`config.mk`:
```
export PLATFORM = sky130hd
export DESIGN_NAME = resistive_touch_sequencer
export DESIGN_NICKNAME = d
export VERILOG_FILES = /design/src/design/rts_pkg.sv /design/src/design/resistive_touch_sequencer.sv
export SDC_FILE = /design/constraint.sdc
export NUM_CORES = 1
export LEC_CHECK = 0
export ABC_AREA = 1
export BUFFER_PORTS_ARGS = -buffer_cell sky130_fd_sc_hd__clkbuf_2
export CAP_MARGIN = 0
export CORE_MARGIN = 2
export CORE_UTILIZATION = 34
export DETAILED_ROUTE_END_ITERATION = 8
export GPL_ROUTABILITY_DRIVEN = 1
export GPL_TIMING_DRIVEN = 0
export PLACE_DENSITY_LB_ADDON = 0.2
export REMOVE_ABC_BUFFERS = 1
export SYNTH_ARGS = -nofsm -noshare
export SYNTH_HDL_FRONTEND = slang
export SYNTH_SLANG_ARGS = --single-unit
```
`constraint.sdc`:
```
create_clock -name clk -period 5.2 [get_ports clk]
set_input_delay 0.78 -clock clk [delete_from_list [all_inputs] [get_ports clk]]
set_output_delay 0.78 -clock clk [all_outputs]
set_load 0.01 [all_outputs]
```
`src/design/rts_pkg.sv`:
```
`default_nettype none

package rts_pkg;

    localparam int SAMPLE_BITS = 12;
    localparam int SMP_W       = 12;
    localparam int PRESS_W     = 16;
    localparam int PROD_W      = 2 * SMP_W;
    localparam int DVD_W       = SMP_W + 20;
    localparam int CNT_W       = $clog2(DVD_W);

    localparam logic [SMP_W-1:0]   SAMPLE_MASK = SMP_W'((1 << SAMPLE_BITS) - 1);
    localparam logic [PRESS_W-1:0] PRESS_MAX   = 16'hFFFF;

    typedef enum logic [1:0] {
        CMD_PEN_IRQ    = 2'd0,
        CMD_PEN_STATUS = 2'd1,
        CMD_CONVERSION = 2'd2
    } command_t;

    typedef enum logic [2:0] {
        REQ_WAIT    = 3'd0,
        REQ_STATUS  = 3'd1,
        REQ_CONV_XP = 3'd2,
        REQ_CONV_YP = 3'd3,
        REQ_CONV_YN = 3'd4
    } request_t;

    typedef enum logic [2:0] {
        PH_WAIT,
        PH_DEBOUNCE,
        PH_CONV_Y,
        PH_CONV_X,
        PH_CONV_XP,
        PH_CONV_YN
    } phase_t;

    typedef enum logic [1:0] {
        CTL_IDLE,
        CTL_MUL,
        CTL_DIV,
        CTL_DONE
    } ctl_state_t;

    typedef struct packed {
        logic [1:0]       command;
        logic             pen_down;
        logic [SMP_W-1:0] sample;
        logic             sample_error;
    } cmd_t;

    typedef struct packed {
        logic [2:0]         next_request;
        logic               report_valid;
        logic               touch;
        logic [SMP_W-1:0]   x_pos;
        logic [SMP_W-1:0]   y_pos;
        logic [PRESS_W-1:0] pressure;
    } rpt_t;

    function automatic logic [2:0] request_of(input phase_t ph);
        logic [2:0] req;
        unique case (ph)
            PH_DEBOUNCE: req = REQ_STATUS;
            PH_CONV_Y:   req = REQ_CONV_XP;
            PH_CONV_X:   req = REQ_CONV_YP;
            PH_CONV_XP:  req = REQ_CONV_XP;
            PH_CONV_YN:  req = REQ_CONV_YN;
            default:     req = REQ_WAIT;
        endcase
        return req;
    endfunction

endpackage

`default_nettype wire

```
`src/design/resistive_touch_sequencer.sv`:
```
`default_nettype none

// Channel   Signals                    Direction  Contents
// cmd       cmd_valid, cmd_stall, cmd  in         pen interrupt, status or conversion
// rpt       rpt_valid, rpt_stall, rpt  out        next request and optional report
//
// A request that needs no pressure computation is answered in the cycle after it is accepted.
// A final conversion with a usable sample passes through the accepting cycle, a
// multiply step, the restoring divider stage and a finishing step, in that order.
// Reset returns the sequencer to waiting for the pen interrupt.
// A new request is taken only while the block is idle and the result register
// is empty or being read in the same cycle.
module resistive_touch_sequencer (
    input  wire logic          clk,
    input  wire logic          rst_n,
    input  wire logic          cmd_valid,
    output logic               cmd_stall,
    input  wire rts_pkg::cmd_t cmd,
    output logic               rpt_valid,
    input  wire logic          rpt_stall,
    output rts_pkg::rpt_t      rpt
);
    import rts_pkg::*;

    ctl_state_t           state_reg, state_next;
    phase_t               phase_reg, phase_next;
    logic                 pen_prev_reg, pen_prev_next;
    logic [SMP_W-1:0]     x_held_reg, x_held_next;
    logic [SMP_W-1:0]     y_held_reg, y_held_next;
    logic [SMP_W-1:0]     xp_held_reg, xp_held_next;
    logic [PRESS_W-1:0]   press_held_reg, press_held_next;
    logic                 rpt_valid_reg, rpt_valid_next;
    rpt_t                 rpt_reg, rpt_next;

    logic [SMP_W-1:0]     diff_reg, diff_next;
    logic [PROD_W-1:0]    divisor_reg, divisor_next;
    logic [DVD_W-1:0]     quot_reg, quot_next;
    logic [PROD_W-1:0]    rem_reg, rem_next;
    logic [CNT_W-1:0]     count_reg, count_next;

    logic                 accept;
    logic [SMP_W-1:0]     smp;
    logic                 rep;
    logic                 emit;
    logic [PROD_W:0]      rem_shift;
    logic [PROD_W:0]      rem_sub;
    logic [PRESS_W-1:0]   press_sat;

    always_ff @(posedge clk or negedge rst_n)
    begin
        if (!rst_n)
        begin
            state_reg      <= CTL_IDLE;
            phase_reg      <= PH_WAIT;
            pen_prev_reg   <= 1'b1;
            x_held_reg     <= '0;
            y_held_reg     <= '0;
            xp_held_reg    <= '0;
            press_held_reg <= '0;
            rpt_valid_reg  <= 1'b0;
        end
        else
        begin
            state_reg      <= state_next;
            phase_reg      <= phase_next;
            pen_prev_reg   <= pen_prev_next;
            x_held_reg     <= x_held_next;
            y_held_reg     <= y_held_next;
            xp_held_reg    <= xp_held_next;
            press_held_reg <= press_held_next;
            rpt_valid_reg  <= rpt_valid_next;
        end
    end

    always_ff @(posedge clk)
    begin
        rpt_reg     <= rpt_next;
        diff_reg    <= diff_next;
        divisor_reg <= divisor_next;
        quot_reg    <= quot_next;
        rem_reg     <= rem_next;
        count_reg   <= count_next;
    end

    always_comb
    begin
        state_next      = state_reg;
        phase_next      = phase_reg;
        pen_prev_next   = pen_prev_reg;
        x_held_next     = x_held_reg;
        y_held_next     = y_held_reg;
        xp_held_next    = xp_held_reg;
        press_held_next = press_held_reg;
        rpt_valid_next  = rpt_valid_reg && rpt_stall;
        rpt_next        = rpt_reg;
        diff_next       = diff_reg;
        divisor_next    = divisor_reg;
        quot_next       = quot_reg;
        rem_next        = rem_reg;
        count_next      = count_reg;

        cmd_stall = !((state_reg == CTL_IDLE) && (!rpt_valid_reg || !rpt_stall));
        accept    = cmd_valid && !cmd_stall;
        smp       = cmd.sample & SAMPLE_MASK;
        rep       = 1'b0;
        emit      = 1'b0;
        rem_shift = {rem_reg, quot_reg[DVD_W-1]};
        rem_sub   = rem_shift - {1'b0, divisor_reg};
        press_sat = (|quot_reg[DVD_W-1:PRESS_W]) ? PRESS_MAX : quot_reg[PRESS_W-1:0];

        unique case (state_reg)
            CTL_IDLE:
            begin
                if (accept)
                begin
                    emit = 1'b1;
                    unique case (cmd.command)
                        CMD_PEN_IRQ:
                        begin
                            if (phase_reg == PH_WAIT)
                            begin
                                phase_next    = PH_DEBOUNCE;
                                pen_prev_next = 1'b1;
                            end
                        end
                        CMD_PEN_STATUS:
                        begin
                            if (phase_reg == PH_DEBOUNCE)
                            begin
                                if (cmd.pen_down == pen_prev_reg)
                                begin
                                    if (cmd.pen_down)
                                    begin
                                        phase_next = PH_CONV_Y;
                                    end
                                    else
                                    begin
                                        rep             = press_held_reg != '0;
                                        phase_next      = PH_WAIT;
                                        press_held_next = '0;
                                    end
                                end
                                pen_prev_next = cmd.pen_down;
                            end
                        end
                        CMD_CONVERSION:
                        begin
                            priority if (cmd.sample_error && (phase_reg == PH_CONV_Y
                                    || phase_reg == PH_CONV_X || phase_reg == PH_CONV_XP
                                    || phase_reg == PH_CONV_YN))
                            begin
                                rep             = press_held_reg != '0;
                                phase_next      = PH_WAIT;
                                press_held_next = '0;
                            end
                            else if (phase_reg == PH_CONV_Y)
                            begin
                                y_held_next = smp;
                                phase_next  = PH_CONV_X;
                            end
                            else if (phase_reg == PH_CONV_X)
                            begin
                                x_held_next = smp;
                                phase_next  = PH_CONV_XP;
                            end
                            else if (phase_reg == PH_CONV_XP)
                            begin
                                xp_held_next = smp;
                                phase_next   = PH_CONV_YN;
                            end
                            else if (phase_reg == PH_CONV_YN)
                            begin
                                phase_next = PH_DEBOUNCE;
                                if (xp_held_reg != '0 && smp > xp_held_reg
                                        && x_held_reg != '0)
                                begin
                                    diff_next  = smp - xp_held_reg;
                                    state_next = CTL_MUL;
                                    emit       = 1'b0;
                                end
                            end
                            else
                            begin
                                phase_next = phase_reg;
                            end
                        end
                        default:
                        begin
                            phase_next = phase_reg;
                        end
                    endcase
                    if (emit)
                    begin
                        rpt_valid_next        = 1'b1;
                        rpt_next              = '0;
                        rpt_next.next_request = request_of(phase_next);
                        rpt_next.report_valid = rep;
                    end
                end
            end
            CTL_MUL:
            begin
                divisor_next = x_held_reg * diff_reg;
                quot_next    = {xp_held_reg, (DVD_W - SMP_W)'(0)};
                rem_next     = '0;
                count_next   = '0;
                state_next   = CTL_DIV;
            end
            CTL_DIV:
            begin
                if (!rem_sub[PROD_W])
                begin
                    rem_next  = rem_sub[PROD_W-1:0];
                    quot_next = {quot_reg[DVD_W-2:0], 1'b1};
                end
                else
                begin
                    rem_next  = rem_shift[PROD_W-1:0];
                    quot_next = {quot_reg[DVD_W-2:0], 1'b0};
                end
                count_next = count_reg + 1'b1;
                if (count_reg == CNT_W'(DVD_W - 1))
                begin
                    state_next = CTL_DONE;
                end
            end
            CTL_DONE:
            begin
                rpt_valid_next        = 1'b1;
                rpt_next              = '0;
                rpt_next.next_request = request_of(phase_reg);
                if (quot_reg != '0)
                begin
                    press_held_next       = press_sat;
                    rpt_next.report_valid = 1'b1;
                    rpt_next.touch        = 1'b1;
                    rpt_next.x_pos        = x_held_reg;
                    rpt_next.y_pos        = y_held_reg;
                    rpt_next.pressure     = press_sat;
                end
                state_next = CTL_IDLE;
            end
            default:
            begin
                state_next = CTL_IDLE;
            end
        endcase
    end

    assign rpt_valid = rpt_valid_reg;
    assign rpt       = rpt_reg;

endmodule

`default_nettype wire

```
==> key figures, run 1 <==
Outcome
  – Status: complete, no violations

Setup path
  – Setup CP Type: flop to flop
  – CP cell instances: nand2_1 > inv_1 > fa_1 > fa_1 > fa_1 > fa_1 > inv_1 > fa_1 > inv_1 > ha_1 > a21oi_1 > a21boi_1 > o21ai_2 > nand2_1 > nand2_1 > xor2_2
  – Startpoint types: flop
  – Worst EP required: 5490 ps
  – Worst Path Arrival: 5320 ps
  – Critical Path Fanout Max: 15
  – Crit path capture type: flop
  – Most used cell, CP: fa_1
  – Critical path's largest stage delay: 580 ps
  – CP max-delay cell: dfrtp_4
  – Worst reg2reg setup slack: 170 ps

Global routing
  – Initial antenna violation count: 0
  – Vias in the first global route: 12300
  – Total Routing Usage GR: 0.168
  – First-pass GRT wire length: 63.6 mm
  – Largest net degree at the start of global routing: 65
  – Gr ovfl total: 0

Logic synthesis
  – Synth area leader: edfxtp_1
  – Syn Inst Count: 1920
  – Compound-Gate Fraction of Synth Area: 0.0660
  – Most frequent cell after synthesis: nand2_1
  – Synth async-reset ratio: 0.294
  – Yosys reg bits: 201
  – Post-synth EDFFs: 142
  – Synth top area cells: edfxtp_1 27%, fa_1 13%, nand2_1 12%
  – Mapped Area: 0.0157 sq mm
  – Most common library cells after synthesis: 516 x nand2_1, 424 x inv_1, 167 x nor2_1, 142 x edfxtp_1, 109 x ha_1
  – YS warnings: 0
  – Main synth FF type: edfxtp_1
  – Mux cell area share after synthesis: 0
  – Post-synthesis sequential area ratio: 0.366
  – Largest family of logic cells by synthesized area: adder cells
  – Mapped Avg Cell Area: 8.17 sq um
  – Yosys top cell area share: 0.272
  – Yosys cell types: 40
  – XOR/XNOR share of the synthesized area: 0.0246
  – Adder-cell share of the synthesized area: 0.217
  – Post-synthesis simple-gate area fraction: 0.208

Timing
  – Fin Clk Skew: 12.7 ps
  – RSZ-0062 raised after global routing: yes
  – Setup_tns: 0 ps
  – Worst Max-Slew Pin Slew: 1190 ps
  – Tmin final: 5030 ps
  – Final worst path period share: 0.968
  – Hold Vio Cnt, Final: 0
  – Final setup vio count: 0
  – Final Max Tran Viols: 0
  – Fmax: 0.199 GHz
  – Rel. slew slack: 0.208

Pwr
  – Power density cells: 581 mW/mm^2
  – Leak: 9.33 nW
  – Maximum vdd drop: 0.000506 V
  – Design Power: 10.4 mW

Layout
  – Final Core Density: 0.392
  – Number of diodes: 0
  – Filler cells: 4778
  – Fraction of final layout cells with drive strength greater than 1: 0.110
  – Max reg flops: 45
  – P&R area growth vs syn: 13.7%
  – Area of the multi-input gates: 0.00820 sq mm
  – Net total in the final layout: 2226
  – Design area: 0.0178 sq mm
  – FF/Latch Area: 0.00578 sq mm

Floorplan
  – Io pins: 67
  – Initial Utilization: 0.345
  – Die Ht: 219 um
  – Row Count: 78
  – Die width: 219 um
  – DIE AREA: 0.0479 sq mm
  – Core area: 0.0455 sq mm

Clock network
  – H-tree lvl count: 1
  – CTS Hold Buffers Added: 0
  – Clock transition at the registers of the reported paths: 60 ps
  – Clk Latency, worst-skew pair: 550 ps
  – Clk sinks: 201
  – Number of buffers created by CTS: 25
  – Clock root cell: clkbuf_16
  – CTS tree: yes
  – Worst-case clock buffer depth: 3

Placement
  – DP Wirelength: 28.8 mm
  – Gpl congestion: 0.871
  – Placed Area: 0.0167 sq mm
  – # port buffers: 66

Routing
  – Detailed Routing Iterations Pass 1: 5
  – Via/cell ratio: 4.62
  – Drt wl/cell: 14.9 um
  – Drt total wl: 39.1 mm
  – Remaining DRCs: 0
  – Initial DRC count: 642
  – Post-route ant nets: 0
  – Via count: 12100

Run
  – Max_cap viols: 0

Worst hold path
  – Min-delay worst type: primary input to async pin
## path summary, 6_finish.rpt
check	startpoint	end	cells past startpoint
min in group clk	press_held_reg[0]	press_held_reg[0]	2
min reg2reg	press_held_reg[0]	press_held_reg[0]	2
max in group asynchronous	rst_n	x_held_reg[3]	2
min	rst_n	phase_reg[2]	2
max reg2reg	x_held_reg[4]	divisor_reg[16]	16
max	x_held_reg[4]	divisor_reg[16]	16
## routing by layer
layer / up-vias / part of all wire / track usage
li1: 6037 / - / -
met5: - / 0 / 0
met4: 0 / 0.025 / 0.0381
met3: 52 / 0.038 / 0.0237
met1: 5772 / 0.47 / 0.228
met2: 206 / 0.46 / 0.283
## placed cells by master, fill, tap and decap left out, types with 51 or more instances in the layout
cell | Yosys | routed
fa_1 | 102 | 102
edfxtp_1 | 142 | 142
nor2_1 | 167 | 164
nand2_1 | 516 | 515
clkbuf_2 | 0 | 65
inv_1 | 424 | 424
ha_1 | 109 | 106
o21ai_1 | 52 | 51
a21oi_1 | 55 | 51
## cell families (layout without fill, tap and decap cells)
family | after synthesis | in the layout
buf+inv | 480 | 574
xor+xnor | 44 | 44
simple gates | 798 | 798
compound gates | 186 | 186
fa+ha+maj | 211 | 211
flops | 201 | 201
## stage by stage
step,cells,setup WS [ps],hold WS (ps)
floorplan,1869,431,455
global placement,2535,-2340,471
detailed placement,2540,-455,474
CTS,2607,53.7,233
global route,2614,-19.2,249
finish,2614,165,240
## layout make-up
type | count | area share
clock inverters | 11 | 0.00596
flip-flops and latches | 201 | 0.324
repair buffers | 99 | 0.0373
clock buffers | 35 | 0.0401
inverters | 429 | 0.0903
well taps | 600 | 0.0421
multi-input cells | 1239 | 0.460
## where the power goes
group          switching, mW  total [mW]  internal (mW)  leakage, nW
Combinational           3.57        5.45           1.88         6.76
Sequential             0.452        3.16           2.71         2.17
Clock                  0.733        1.75           1.02        0.399
Total                   4.76        10.4           5.60         9.33
## what timing repair did
item / 4_1_cts / 5_1_grt
pin swaps: 0 / 1
resized for setup: 17 / 26
buffers inserted: 21 / 7
endpoints found under the setup margin: 13 / 11
## critical path, delay by kind of cell, from the launching register on
family | cells | cell delay, ps
buf+inv | 3 | 160
simple gates | 3 | 250
fa+ha+maj | 6 | 3010
compound gates | 3 | 600
xor+xnor | 1 | 170
flops | 1 | 580
Power figures use the tool's default switching activity.
==> inputs of run 2 (changes only) <==
==> constraint.sdc (replaced) <==
create_clock -name clk -period 4.7 [get_ports clk]
set_input_delay 0.47 -clock clk [delete_from_list [all_inputs] [get_ports clk]]
set_output_delay 0.47 -clock clk [all_outputs]
set_load 0.01 [all_outputs]
==> run 2 against run 1 <==
  * Utilization rose by 2.6 points
  * Sequential share of layout area fell by 2.0 points
  * Die area did not move
  * Via count rose by 1.8%
  * Global-route usage rose by 0.55 points
  * Clock power rose by 11%
  * Final cell count rose by 2.3%
  * Fmax rose by 7.4%
  * Critical path type unchanged
==> key figures, run 2 (synthesis results as in run 1) <==
Routing
  – Detailed Routing Iterations Pass 1: 5
  – Post-route ant nets: 0
  – Via/cell ratio: 4.59
  – Remaining DRCs: 0
  – Via count: 12300
  – Drt wl/cell: 15.1 um
  – Initial DRC count: 694
  – Drt total wl: 40.4 mm

Setup path
  – Reg2Reg Depth: 19
  – Startpoint types: flop
  – Origin of the worst setup path: x_held_reg[4]
  – Worst EP required: 4990 ps
  – Worst reg2reg setup slack: 10 ps
  – Critical Path Fanout Max: 4
  – Worst Setup EP: divisor_reg[16]
  – Worst Path Arrival: 4980 ps
  – Setup CP Type: flop to flop
  – R2R Path End: divisor_reg[16]
  – Worst R2R Start: x_held_reg[4]
  – Crit path capture type: flop

Pwr
  – Maximum vdd drop: 0.000556 V
  – Design Power: 12.1 mW
  – Leak: 9.79 nW
  – Power density cells: 637 mW/mm^2

Timing
  – Rel. slew slack: 0.211
  – Final worst path period share: 0.997
  – Final setup vio count: 0
  – Fin Clk Skew: 19.7 ps
  – RSZ-0062 raised after global routing: yes
  – Fmax: 0.213 GHz
  – Hold Vio Cnt, Final: 0
  – Worst Max-Slew Pin Slew: 1180 ps
  – Tmin final: 4690 ps
  – Final Max Tran Viols: 0
  – Min Hold Slack: 209 ps

Placement
  – Placed cells: 2540
  – # port buffers: 66
  – Placed Area: 0.0167 sq mm
  – Gpl congestion: 0.871
  – DP Wirelength: 28.8 mm

Clock network
  – Clock transition at the registers of the reported paths: 60 ps
  – CTS tree: yes
  – Clock root cell: clkbuf_16
  – Clk Latency, worst-skew pair: 560 ps
  – H-tree lvl count: 1
  – Number of buffers created by CTS: 25
  – Clk sinks: 201
  – Worst-case clock buffer depth: 3

Worst hold path
  – Min-delay worst type: primary input to flop

Floorplan
  – Die width: 219 um
  – Core area: 0.0455 sq mm
  – Initial Utilization: 0.345
  – Row Count: 78
  – Die Ht: 219 um
  – Io pins: 67
  – DIE AREA: 0.0479 sq mm

Global routing
  – Initial antenna violation count: 0
  – Gr ovfl total: 0
  – First-pass GRT wire length: 65.4 mm
  – Largest net degree at the start of global routing: 65
  – Vias in the first global route: 12400
  – Total Routing Usage GR: 0.173

Layout
  – Fraction of final layout cells with drive strength greater than 1: 0.183
  – Filler cells: 4657
  – Post-Layout Cell Count: 2674
  – P&R area growth vs syn: 21.1%
  – Net total in the final layout: 2286
  – Number of diodes: 0
  – Most frequent cells in the layout: 493 x nand2_1, 410 x inv_1, 161 x nor2_1
  – FF/Latch Area: 0.00578 sq mm
  – Commonest non-fill, non-tap cell in the layout: nand2_1
  – Design area: 0.0190 sq mm
  – Max reg flops: 45
  – Area of the multi-input gates: 0.00879 sq mm

Run
  – Max_cap viols: 0

Outcome
  – Status: complete, no violations
[run 2: changes by cell type in the layout (fill, tap and decap cells not counted), sizes merged]
cell,delta
buf,+59
dlygate4sd3,+1
[run 2: final cells by class]
| cell class | instances | area share |
|---|---|---|
| clock buffers | 35 | 0.0376 |
| multi-input cells | 1239 | 0.463 |
| inverters | 429 | 0.0848 |
| well taps | 600 | 0.0395 |
| clock inverters | 11 | 0.00560 |
| flip-flops and latches | 201 | 0.305 |
| repair buffers | 159 | 0.0652 |
[run 2: stage by stage]
step	setup TNS (ps)	utilization	setup WS, ps
after floorplan	-2130	-	-69.1
after CTS	0	0.407	5.33
after global routing	-891	0.418	-147
final	0	0.418	12.5
after global placement	-137200	0.363	-2840
after detailed placement	-10190	0.367	-955
[run 2: critical path: stages, from the launching register on]
cell and delay, ps:
dfrtp_4 520, buf_6 150, nand2_1 50, inv_1 50, fa_1 520, inv_2 40, fa_2 560, inv_2 40
fa_2 410, fa_1 480, inv_1 50, fa_1 500, inv_2 50, ha_4 230, a21o_1 180, a21boi_2 200
o21ai_4 100, nand2_1 90, nand2_2 70, xor2_2 160
[run 2: worst min-delay path by stage]
stage	cells past startpoint	from	slack, ps	to
floorplan	0	rst_n	170	phase_reg[0]
global placement	2	press_held_reg[9]	470	press_held_reg[9]
detailed placement	2	press_held_reg[5]	470	press_held_reg[5]
CTS	3	rpt_stall	170	rpt_valid
global route	3	rpt_stall	250	rpt_valid
finish	3	rpt_stall	210	rpt_valid
[run 2: what timing repair did]
item | in CTS | in global routing
pin swaps | 42 | 57
setup buffers | 72 | 15
resized for setup | 107 | 88
hold buffers | 1 | 0
setup endpoints to repair | 16 | 13
endpoints found under the hold margin | 58 | 0
[run 2: report_power, final]
part	internal, mW	switching, mW
clock network	1.13	0.811
registers	3.00	0.443
logic	2.47	4.26
total	6.59	5.51
[run 2: per-layer routing]
layer	up-vias	GRT usage	part of all wire
met4	0	0.0378	0.019
met1	5887	0.236	0.47
met3	49	0.0238	0.036
met5	-	0	0
met2	195	0.294	0.47
li1	6156	-	-
